File: config.mk
export PLATFORM = sky130hd
export DESIGN_NAME = hid_report_framer
export DESIGN_NICKNAME = d
export VERILOG_FILES = /design/src/hrf_pkg.sv /design/src/hrf_item_reg.sv /design/src/hrf_sequencer.sv /design/src/hrf_out_reg.sv /design/src/hid_report_framer.sv
export SDC_FILE = /design/constraint.sdc
export NUM_CORES = 1
export LEC_CHECK = 0
export ABC_AREA = 1
export BUFFER_PORTS_ARGS = -buffer_cell sky130_fd_sc_hd__buf_2
export CAP_MARGIN = 20
export CORE_MARGIN = 3
export CORE_UTILIZATION = 58
export DETAILED_ROUTE_END_ITERATION = 7
export HOLD_SLACK_MARGIN = 0.06
export PLACE_DENSITY = 0.79
export SYNTH_ARGS = -nofsm -noshare
export SYNTH_HDL_FRONTEND = slang
export SYNTH_SLANG_ARGS = --single-unit
File: constraint.sdc
create_clock -name clock -period 7.9 [get_ports clock]
set_input_delay 0.395 -clock clock [delete_from_list [all_inputs] [get_ports clock]]
set_output_delay 0.395 -clock clock [all_outputs]
set_load 0.02 [all_outputs]
File: src/hrf_pkg.sv
// Shared types and constants for the HID report framer.
package hrf_pkg;

   // Report geometry.
   localparam int REPORT_BYTES = 64;
   localparam int FILL_W = $clog2(REPORT_BYTES);
   localparam logic [FILL_W-1:0] FILL_LAST = FILL_W'(REPORT_BYTES - 1);

   // Header lengths in bytes, and the header byte positions of the sequence or command byte and the length bytes.
   localparam logic [2:0] HDR_NONE = 3'd0;
   localparam logic [2:0] HDR_CONT_LEN = 3'd5;
   localparam logic [2:0] HDR_FIRST_LEN = 3'd7;
   localparam logic [2:0] HDR_POS_CMD = 3'd4;
   localparam logic [2:0] HDR_POS_LEN_HI = 3'd5;
   localparam logic [2:0] HDR_POS_LEN_LO = 3'd6;

   // Action codes of an input item.
   localparam logic [1:0] ACT_START = 2'd0;
   localparam logic [1:0] ACT_DATA = 2'd1;
   localparam logic [1:0] ACT_FLUSH = 2'd2;

   // Input item.
   typedef struct packed {
      logic [1:0]  action;
      logic [31:0] channel_id;
      logic [7:0]  command;
      logic [15:0] byte_count;
      logic [7:0]  data_byte;
   } req_type;

   // Result item.
   typedef struct packed {
      logic [7:0] report_byte;
      logic       last_of_report;
      logic       last_of_step;
   } rsp_type;

   // Held input item toward the sequencer.
   typedef struct packed {
      logic    valid;
      req_type item;
   } held_type;

   // Byte offered by the sequencer to the output register.
   typedef struct packed {
      logic    valid;
      rsp_type item;
   } emit_type;

endpackage

File: src/hrf_item_reg.sv
// Input register that holds one accepted item until the sequencer retires it.
module hrf_item_reg (
   input  logic              clock,
   input  logic              reset,
   input  logic              req_valid,
   output logic              req_ready,
   input  hrf_pkg::req_type  req_item,
   input  logic              done,
   output hrf_pkg::held_type held
);

   logic             valid_ff;
   logic             valid_in;
   hrf_pkg::req_type item_ff;

   // A new item may enter when the register is empty or its item retires now.
   assign req_ready = !valid_ff || done;

   always_comb begin
      valid_in = valid_ff;
      if (req_valid && req_ready) begin
         valid_in = 1'b1;
      end else if (done) begin
         valid_in = 1'b0;
      end
   end

   always_ff @(posedge clock) begin
      if (reset) begin
         valid_ff <= 1'b0;
      end else begin
         valid_ff <= valid_in;
      end
      if (req_valid && req_ready) begin
         item_ff <= req_item;
      end
   end

   assign held.valid = valid_ff;
   assign held.item = item_ff;

endmodule

File: src/hrf_sequencer.sv
// Message state and byte selection: header, data and padding bytes one per cycle while the output register is free.
module hrf_sequencer (
   input  logic              clock,
   input  logic              reset,
   input  hrf_pkg::held_type held,
   input  logic              out_free,
   output logic              done,
   output hrf_pkg::emit_type emit
);

   logic [31:0]               channel_ff;
   logic [7:0]                command_ff;
   logic [15:0]               length_ff;
   logic [hrf_pkg::FILL_W-1:0] fill_pos_ff;
   logic                      any_written_ff;
   logic [7:0]                seq_ff;
   logic [2:0]                phase_ff;
   logic [2:0]                hdr_len_ff;

   logic [2:0] hdr_calc;
   logic [2:0] hdr_len_now;
   logic       in_hdr;
   logic [7:0] hdr_byte;
   logic       emit_want;
   logic       last_step;
   logic [7:0] out_byte;
   logic       go;
   logic       last_rep;

   // Header needed by this item, decided on its first byte and held afterward.
   always_comb begin
      hdr_calc = hrf_pkg::HDR_NONE;
      case (held.item.action)
         hrf_pkg::ACT_DATA: begin
            if (fill_pos_ff == '0) begin
               hdr_calc = any_written_ff ? hrf_pkg::HDR_CONT_LEN : hrf_pkg::HDR_FIRST_LEN;
            end
         end
         hrf_pkg::ACT_FLUSH: begin
            if (fill_pos_ff == '0 && !any_written_ff) begin
               hdr_calc = hrf_pkg::HDR_FIRST_LEN;
            end
         end
         default: hdr_calc = hrf_pkg::HDR_NONE;
      endcase
   end

   assign hdr_len_now = (phase_ff == 3'd0) ? hdr_calc : hdr_len_ff;
   assign in_hdr = phase_ff < hdr_len_now;

   // Header byte at the current position: channel id low byte first.
   always_comb begin
      unique case (phase_ff)
         3'd0: hdr_byte = channel_ff[7:0];
         3'd1: hdr_byte = channel_ff[15:8];
         3'd2: hdr_byte = channel_ff[23:16];
         3'd3: hdr_byte = channel_ff[31:24];
         hrf_pkg::HDR_POS_CMD: begin
            hdr_byte = (hdr_len_now == hrf_pkg::HDR_FIRST_LEN) ? command_ff : seq_ff;
         end
         hrf_pkg::HDR_POS_LEN_HI: hdr_byte = length_ff[15:8];
         hrf_pkg::HDR_POS_LEN_LO: hdr_byte = length_ff[7:0];
         default: hdr_byte = 8'd0;
      endcase
   end

   // Decide what this cycle emits for the held item.
   always_comb begin
      emit_want = 1'b0;
      last_step = 1'b0;
      out_byte = 8'd0;
      if (held.valid) begin
         case (held.item.action)
            hrf_pkg::ACT_DATA: begin
               emit_want = 1'b1;
               last_step = !in_hdr;
               out_byte = in_hdr ? hdr_byte : held.item.data_byte;
            end
            hrf_pkg::ACT_FLUSH: begin
               if (in_hdr) begin
                  emit_want = 1'b1;
                  out_byte = hdr_byte;
               end else if (fill_pos_ff != '0) begin
                  emit_want = 1'b1;
                  last_step = (fill_pos_ff == hrf_pkg::FILL_LAST);
               end
            end
            default: emit_want = 1'b0;
         endcase
      end
   end

   assign last_rep = (fill_pos_ff == hrf_pkg::FILL_LAST);
   assign go = emit_want && out_free;
   assign done = held.valid && (emit_want ? (go && last_step) : 1'b1);

   assign emit.valid = emit_want;
   assign emit.item.report_byte = out_byte;
   assign emit.item.last_of_report = last_rep;
   assign emit.item.last_of_step = last_step;

   // Message state update.
   always_ff @(posedge clock) begin
      if (reset) begin
         channel_ff <= '0;
         command_ff <= '0;
         length_ff <= '0;
         fill_pos_ff <= '0;
         any_written_ff <= 1'b0;
         seq_ff <= '0;
         phase_ff <= '0;
         hdr_len_ff <= '0;
      end else begin
         if (go) begin
            fill_pos_ff <= last_rep ? '0 : fill_pos_ff + 1'b1;
            phase_ff <= last_step ? 3'd0 : phase_ff + 3'd1;
            hdr_len_ff <= hdr_len_now;
            if (in_hdr && phase_ff == hrf_pkg::HDR_POS_CMD &&
                hdr_len_now == hrf_pkg::HDR_CONT_LEN) begin
               seq_ff <= seq_ff + 8'd1;
            end
         end
         if (done) begin
            phase_ff <= 3'd0;
            case (held.item.action)
               hrf_pkg::ACT_START: begin
                  channel_ff <= held.item.channel_id;
                  command_ff <= held.item.command;
                  length_ff <= held.item.byte_count;
                  fill_pos_ff <= '0;
                  any_written_ff <= 1'b0;
                  seq_ff <= '0;
               end
               hrf_pkg::ACT_DATA: any_written_ff <= 1'b1;
               hrf_pkg::ACT_FLUSH: begin
                  any_written_ff <= 1'b1;
                  fill_pos_ff <= '0;
               end
               default: any_written_ff <= any_written_ff;
            endcase
         end
      end
   end

endmodule

File: src/hrf_out_reg.sv
// Output register for result items.
module hrf_out_reg (
   input  logic              clock,
   input  logic              reset,
   input  hrf_pkg::emit_type emit,
   output logic              out_free,
   output logic              rsp_valid,
   input  logic              rsp_ready,
   output hrf_pkg::rsp_type  rsp_item
);

   logic             valid_ff;
   hrf_pkg::rsp_type item_ff;

   // The register takes a new byte when empty or when its byte leaves now.
   assign out_free = !valid_ff || rsp_ready;

   always_ff @(posedge clock) begin
      if (reset) begin
         valid_ff <= 1'b0;
      end else if (out_free) begin
         valid_ff <= emit.valid;
      end
      if (out_free && emit.valid) begin
         item_ff <= emit.item;
      end
   end

   assign rsp_valid = valid_ff;
   assign rsp_item = item_ff;

endmodule

File: src/hid_report_framer.sv
// Top level of the HID report framer.
//
// Usage: items arrive on the req_ channel (valid/ready). A start item latches the
// channel id, command and byte count; data items each carry one payload byte; a
// flush closes the open report with zero padding, or sends a header-only report
// when nothing was sent yet. The rsp_ channel (valid/ready) carries the report
// stream one byte per item, with last_of_report on byte 64 of each report and
// last_of_step on the last byte caused by an input item.
// Order: an accepted item is held in the input register, and its bytes pass
// from the sequencer into the output register, which drives rsp_valid. The
// sequencer emits one byte per cycle while the output register is free: a data
// byte inside an open report emits just that byte, a data byte that opens a
// report emits a 5- or 7-byte header first, a flush emits its padding or
// header bytes, and start items and flushes with nothing to send emit none.
// Reset clears the message state to zero and empties both registers. When the
// receiver holds rsp_ready low, the output register keeps its byte, the
// sequencer waits, and req_ready drops while the held item has bytes to send.
module hid_report_framer (
   input  logic             clock,
   input  logic             reset,
   input  logic             req_valid,
   output logic             req_ready,
   input  hrf_pkg::req_type req_item,
   output logic             rsp_valid,
   input  logic             rsp_ready,
   output hrf_pkg::rsp_type rsp_item
);

   hrf_pkg::held_type held;
   hrf_pkg::emit_type emit;
   logic              done;
   logic              out_free;

   // Input register.
   hrf_item_reg u_item_reg (
      .clock     (clock),
      .reset     (reset),
      .req_valid (req_valid),
      .req_ready (req_ready),
      .req_item  (req_item),
      .done      (done),
      .held      (held)
   );

   // Header, data and padding sequencing.
   hrf_sequencer u_sequencer (
      .clock    (clock),
      .reset    (reset),
      .held     (held),
      .out_free (out_free),
      .done     (done),
      .emit     (emit)
   );

   // Output register.
   hrf_out_reg u_out_reg (
      .clock     (clock),
      .reset     (reset),
      .emit      (emit),
      .out_free  (out_free),
      .rsp_valid (rsp_valid),
      .rsp_ready (rsp_ready),
      .rsp_item  (rsp_item)
   );

endmodule

==> out/metrics.cfg, run 1 <==
[worst_hold_path]
hold_path.class=primary input to flip-flop
worstHoldPathCells=1
whs_endpoint=u_item_reg.held[12]
min-delay-start=req_item[12]

[clock_tree]
clock_sinks=155
post-cts-setup-buffers=0
tritoncts=done
cts_buffers=17
clock_path_buffers=2
ctsHoldBuffers=0
clock_latency_ns=0.42
cts_root_buf=clkbuf_16
cts-resized-gates=0
htree_levels=4
clk_pin_slew_worst_paths_ns=0.06

[grt]
antenna_found_initial=0
grt_max_degree=67
gr-total-overflow=0
grt_pass1_vias=5266
grt_use_total=0.220
grt_pass1_wl_mm=24.5

[synth]
synth_area_per_cell_um2=8.10
yosys_warnings=0
ys_seq_area_frac=0.538
synth_area_leaders=edfxtp_1 (32%), dfxtp_1 (22%), inv_1 (11%), nand2_1 (10%), nand4_1 (5.2%)
synthCells=887
synth_top_area_cell=edfxtp_1
yosys.area.top_type_share=0.318
synth_cell_type_count=30
syn_area_um2=7190
synth_seq_cells=155
synth_nets=971

[route]
drc=0
route.met2.wl_mm=7.19
dr.pass1.iters=4
wl_met3_um=618
viasPerCell=4.90
wire_per_inst_um=12.9
wirelength_mm=14.7
drt_iter0_markers=299
m1WireLength_mm=6.43
num_vias=5567
ant_nets=0
highest_layer=met4

[final_layout]
final_cell_mix=inv_1 (212), nand2_1 (198), nor2_1 (87)
layout_commonest_cell=inv_1
antenna_cells=0
syn_to_final_growth_pct=16.0
layout.nets=1039
layout-drive-gt1-share=0.128

[setup_path]
cpLargestDelayFamily=simple AND/OR/NAND/NOR gates
cp_num_buf_inv=4
slowest_delay_ns=0.48
cp-end-kind=output pin
reg2reg_from=u_item_reg.held[65]
crit_cells=16
path_class=flip-flop to output pin
critPathArrivalTime_ns=3.91
r2r_setup_slack_ns=3.76
cp-start-kind=flip-flop
slowest_stage=buf_4
crit_chain=inv_1 -> ha_1 -> o21ai_0 -> nor2_1 -> nand2_1 -> nand2_1 -> nand2_1 -> ha_1 -> nand2_1 -> inv_1 -> nand2_1 -> nand2_1 -> nand3_1 -> nand3_2 -> buf_4 -> buf_2
crit_fanout=61
cp_common_cell=nand2_1
r2r_end=u_sequencer.seq_ff[5]
ff2ff_path_depth=17
required_ns=7.51

[pwr]
vdd_ir_drop_max_uv=146
switchingPower_uw=416
clkPwrFrac=0.446
p_int_uw=1480
netSwitchingFraction=0.219
power.leakage_uw=0.00391
cellPowerDensity_nw_per_um2=228
p_comb_frac=0.081
power.share.sequential=0.474

[floorplan]
pin_count=82
row_count=40
core_area_um2=12100
die_area_um2=13800
die_h_um=117
initial_core_util=0.596
die_w_um=117

[timing]
tightest_slew_ns=0.824
hold_viol_final=0
setup_tns_ns=0
slew_viol_final=0
fin_skew_ns=0.00566
finalCritPeriodShare=0.545
min_period_ns=4.30
rsz0062_at_grt=no
worst_hold_slack_ns=0.146
setup-violations-final=0
slew_headroom=0.450
max_freq_mhz=232

[placed_design]
gp_congestion=0.874
hpwl_mm=9.88
portBuffers=81

[job]
maxCapViolCount=0

[status]
status=finished clean

## registers in the layout, indices dropped and copies added, names as in the netlist
register and count:
u_item_reg.held 66, u_sequencer.channel_ff 32, u_sequencer.length_ff 16, u_out_reg.rsp_item 10, u_sequencer.command_ff 8, u_sequencer.seq_ff 8, u_sequencer.fill_pos_ff 6, u_sequencer.hdr_len_ff 3
u_sequencer.phase_ff 3, u_item_reg.valid_ff 1, u_out_reg.rsp_valid 1, u_sequencer.any_written_ff 1
## logic make-up (layout without fill, tap and decap cells)
family	after synthesis	in the layout	synth area share
and+or+nand+nor	379	379	0.228
AOI/OAI and AO/OA	80	80	0.0641
adders and majority gates	14	14	0.0244
buffers and inverters	251	332	0.136
DFF	155	155	0.538
xor gates and xnor gates	8	8	0.00975
## worst max-delay path by stage
stage | to | startpoint | slack, ns
5_1_grt | req_ready | u_item_reg.held[65] | 3.24
3_5_place_dp | u_sequencer.seq_ff[5] | u_item_reg.held[65] | 3.88
3_3_place_gp | u_sequencer.seq_ff[2] | u_item_reg.held[65] | 4.04
6_report | req_ready | u_item_reg.held[65] | 3.60
2_1_floorplan | u_item_reg.held[0] | u_sequencer.phase_ff[0] | 2.01
4_1_cts | req_ready | u_item_reg.held[65] | 3.58
## per-layer routing
layer | global-route usage | vias to the layer above
met5 | 0 | -
met4 | 0.0938 | 0
met3 | 0.0550 | 40
met2 | 0.365 | 123
met1 | 0.276 | 2478
li1 | - | 2926
## power groups by stage
stage	clock network, uW	logic (uW)	registers, uW
CTS	858	146	903
finish	845	153	898
global placement	0	141	919
floorplan	0	107	913
global route	895	176	901
detailed placement	0	144	920
## synth_stat cells
| library cell | number |
|---|---|
| o2111ai_1 | 3 |
| dfxtp_1 | 79 |
| nand3_1 | 24 |
| a31oi_1 | 1 |
| edfxtp_1 | 76 |
| buf_2 | 12 |
| inv_2 | 1 |
| ha_1 | 14 |
| o21a_1 | 2 |
| a2111oi_0 | 5 |
| nand2_1 | 198 |
| buf_6 | 3 |
| or2_1 | 1 |
| nor2_2 | 1 |
| nor3_1 | 3 |
| buf_1 | 1 |
| o21ai_1 | 2 |
| inv_1 | 212 |
| nor3b_1 | 1 |
| clkbuf_1 | 22 |
| a221oi_1 | 3 |
| xnor2_1 | 1 |
| a21oi_1 | 29 |
| nand3_2 | 3 |
| nand2_2 | 1 |
| nand4_1 | 60 |
| o21ai_0 | 25 |
| o22ai_1 | 10 |
| xor2_1 | 7 |
| nor2_1 | 87 |
## through the flow
stage | worst slack, ns | instances | total power, uW | instance area (um2) | utilization
floorplan | 2.01 | 887 | 1020 | 7190 | -
global route | 3.24 | 1136 | 1970 | 8340 | 0.691
finish | 3.60 | 1136 | 1900 | 8340 | 0.691
CTS | 3.58 | 1134 | 1910 | 8300 | 0.688
global placement | 4.04 | 1102 | 1060 | 7670 | 0.636
detailed placement | 3.88 | 1102 | 1060 | 7670 | 0.636
## cell type report
cell class / instances / area [um2]
Clock buffer: 25 / 517
Clock inverter: 7 / 109
Fill cell: 1003 / 3730
Inverter: 213 / 800
Multi-Input combinational cell: 481 / 2360
Sequential cell: 155 / 3860
Tap cell: 168 / 210
Timing Repair Buffer: 87 / 475
No activity file was read; power rests on OpenSTA's default activity.
==> run 2: changes to the inputs <==
--- a/config.mk
+++ b/config.mk
@@ -5,11 +5,11 @@
 export SDC_FILE = /design/constraint.sdc
 export NUM_CORES = 1
 export LEC_CHECK = 0
-export ABC_AREA = 1
+export ABC_AREA = 0
 export BUFFER_PORTS_ARGS = -buffer_cell sky130_fd_sc_hd__buf_2
 export CAP_MARGIN = 20
 export CORE_MARGIN = 3
-export CORE_UTILIZATION = 58
+export CORE_UTILIZATION = 57
 export DETAILED_ROUTE_END_ITERATION = 7
 export HOLD_SLACK_MARGIN = 0.06
 export PLACE_DENSITY = 0.79
==> constraint.sdc (replaced) <==
create_clock -name clock -period 4.45 [get_ports clock]
set_input_delay 0.2225 -clock clock [delete_from_list [all_inputs] [get_ports clock]]
set_output_delay 0.2225 -clock clock [all_outputs]
set_load 0.02 [all_outputs]
==> run 2 against run 1 <==
Against the previous run:
- first-iteration DRC count rose by 14%
- die area decreased by 8.8%
- sequential power rose by 76%
- via count shrank 17%
- power up 68%
- register-to-register slack worse by 3.4 ns
- clock skew is 0.0021 ns higher
- global-route usage up 3.4 points
- count of clock-buffer cells in the layout decreased by 4
- clock power increased by 61%
==> out/metrics.cfg, run 2 <==
[clock_tree]
tritoncts=done
clock_path_buffers=2
cts_root_buf=clkbuf_16
post-cts-setup-buffers=0
clock_sinks=155
htree_levels=4
cts_buffers=17
clk_pin_slew_worst_paths_ns=0.06
clock_latency_ns=0.43

[setup_path]
path_class=flip-flop to output pin
crit_chain=inv_1 -> ha_1 -> o21ai_1 -> or3_1 -> nor2_1 -> a21oi_1 -> ha_1 -> nor3_1 -> nand3_2 -> a31oi_2 -> inv_1 -> buf_2
slowest_stage=nor3_1
slowest_delay_ns=0.47
critPathArrivalTime_ns=3.92
cp_num_buf_inv=3
crit_fanout=9
cpLargestDelayFamily=simple AND/OR/NAND/NOR gates
cp-start-kind=flip-flop
cp-end-kind=output pin
required_ns=4.23

[grt]
grt_pass1_vias=4834
gr-total-overflow=0
grt_max_degree=66
antenna_found_initial=0
grt_pass1_wl_mm=24.6
grt_use_total=0.254

[timing]
slew_headroom=0.376
hold_viol_final=0
slew_viol_final=0
worst_hold_slack_ns=0.192
rsz0062_at_grt=no
tightest_slew_ns=0.934
max_freq_mhz=242
setup-violations-final=0
fin_skew_ns=0.00773
min_period_ns=4.14
fin_ws_ns=0.310
finalCritPeriodShare=0.930
setup_tns_ns=0

[synth]
synth_cell_type_count=59
synth_nets=595
yosys_warnings=0
post-synth-top-count-cell=nor2_1
ys_seq_area_frac=0.603
synth_area_leaders=edfxtp_1 (36%), dfxtp_1 (25%), mux2i_1 (10%), nor2_1 (5.2%), ha_1 (2.7%)
yosys.area.top_type_share=0.356
netlist_top_cells_count=nor2_1 (88), dfxtp_1 (79), edfxtp_1 (76)
synth_edf_count=76
synth_seq_cells=155
synth_ff_type=dfxtp_1
synthCells=511
synth_top_area_cell=edfxtp_1
syn_area_um2=6410
synth_area_per_cell_um2=12.5
async_reset_ff_frac=0

[route]
wire_per_inst_um=18.6
wirelength_mm=15.2
ant_nets=0
num_vias=4596
dr.pass1.iters=5
viasPerCell=5.64
drt_iter0_markers=342
drc=0

[final_layout]
antenna_cells=0
fillers=713
syn_to_final_growth_pct=27.0
layout_commonest_cell=nor2_1
final_cell_mix=nor2_1 (88), buf_2 (81), dfxtp_1 (79)
design_area_um2=8140
layout.nets=746
layout-drive-gt1-share=0.224
largest_register_ffs=66

[placed_design]
gp_congestion=0.955
hpwl_mm=9.55
place_area_um2=6890
portBuffers=81
dpl_worst_slack_ns=0.262

[floorplan]
pin_count=82
die_area_um2=12600
die_h_um=112
core_area_um2=10900
die_w_um=112
row_count=38
initial_core_util=0.586

[pwr]
p_comb_frac=0.077
netSwitchingFraction=0.229
power.leakage_uw=0.00301
power.share.sequential=0.497
cellPowerDensity_nw_per_um2=392
vdd_ir_drop_max_uv=446
p_int_uw=2460
clkPwrFrac=0.426
switchingPower_uw=731

[job]
maxCapViolCount=0

[worst_hold_path]
hold_path.class=primary input to flip-flop

[status]
status=finished clean

==> run 2: cell types whose count changed after synthesis, moves of 10 or more <==
cell	delta
nand4_1	-55
mux2_2	+10
nand2_1	-184
mux2i_1	+67
inv_1	-203
nand3_1	-18
o21ai_0	-21
a21oi_1	-13
clkbuf_1	-12
==> run 2: area by class of cell <==
type                       count  area, um2  area share
clock inverter                11       85.1      0.0105
tap                          140        175      0.0215
multi-input combinational    322       2340       0.288
sequential                   155       3860       0.475
clock buffer                  21        482      0.0592
inverter                       9       33.8     0.00415
timing repair buffer         157       1160       0.142
==> run 2: worst reg2reg max path: cells and delay by family (launching register included) <==
family          cells  cell delay (ns)
compound gates      5             0.89
simple gates        3             1.31
flops               1             0.43
fa+ha+maj           2             0.72
buf+inv             2             0.42
==> run 2: what timing repair did <==
action,CTS,global route
setup endpoints to repair,0,38
endpoints found under the hold margin,67,0
gates resized for setup,0,1
hold buffers,67,0
==> run 2: cells by family (layout without fill, tap and decap cells) <==
family / after synthesis / in the layout / share of synthesized area
AO/OA/AOI/OAI: 79 / 79 / 0.0970
XOR/XNOR: 9 / 9 / 0.0123
adder cells (fa/ha/maj): 14 / 14 / 0.0273
buffers and inverters: 34 / 198 / 0.0346
flip-flops: 155 / 155 / 0.603
multiplexers: 77 / 77 / 0.122
AND/OR/NAND/NOR: 143 / 143 / 0.104
==> run 2: worst paths after layout <==
kind                                           from                       end  slack (ns)  cells past startpoint
worst max-delay path            u_item_reg.held[65]                 req_ready        0.31                     12
worst min-delay path                      rsp_ready       u_out_reg.rsp_valid        0.19                      4
worst max register to register  u_item_reg.held[65]       u_item_reg.held[52]        0.37                     12
worst min register to register   u_item_reg.held[9]  u_sequencer.length_ff[1]        0.49                      2
==> run 2: stage by stage <==
stage	total power, uW	instances	util
floorplan	1740	511	-
global placement	1800	716	0.630
detailed placement	1810	716	0.630
CTS	3200	815	0.744
global route	3290	815	0.744
finish	3190	815	0.744
==> run 2: power by group through the flow <==
stage | logic (uW) | registers, uW | clock network, uW
5_1_grt | 269 | 1590 | 1440
6_report | 246 | 1580 | 1360
3_3_place_gp | 187 | 1610 | 0
3_5_place_dp | 195 | 1610 | 0
4_1_cts | 242 | 1580 | 1370
2_1_floorplan | 129 | 1610 | 0
==> run 2: metal layers <==
| metal | track usage | up-vias | part of all wire |
|---|---|---|---|
| li1 | - | 2177 | - |
| met1 | 0.304 | 2208 | 0.40 |
| met2 | 0.440 | 163 | 0.52 |
| met3 | 0.0571 | 48 | 0.050 |
| met4 | 0.117 | 0 | 0.035 |
| met5 | 0 | - | 0 |
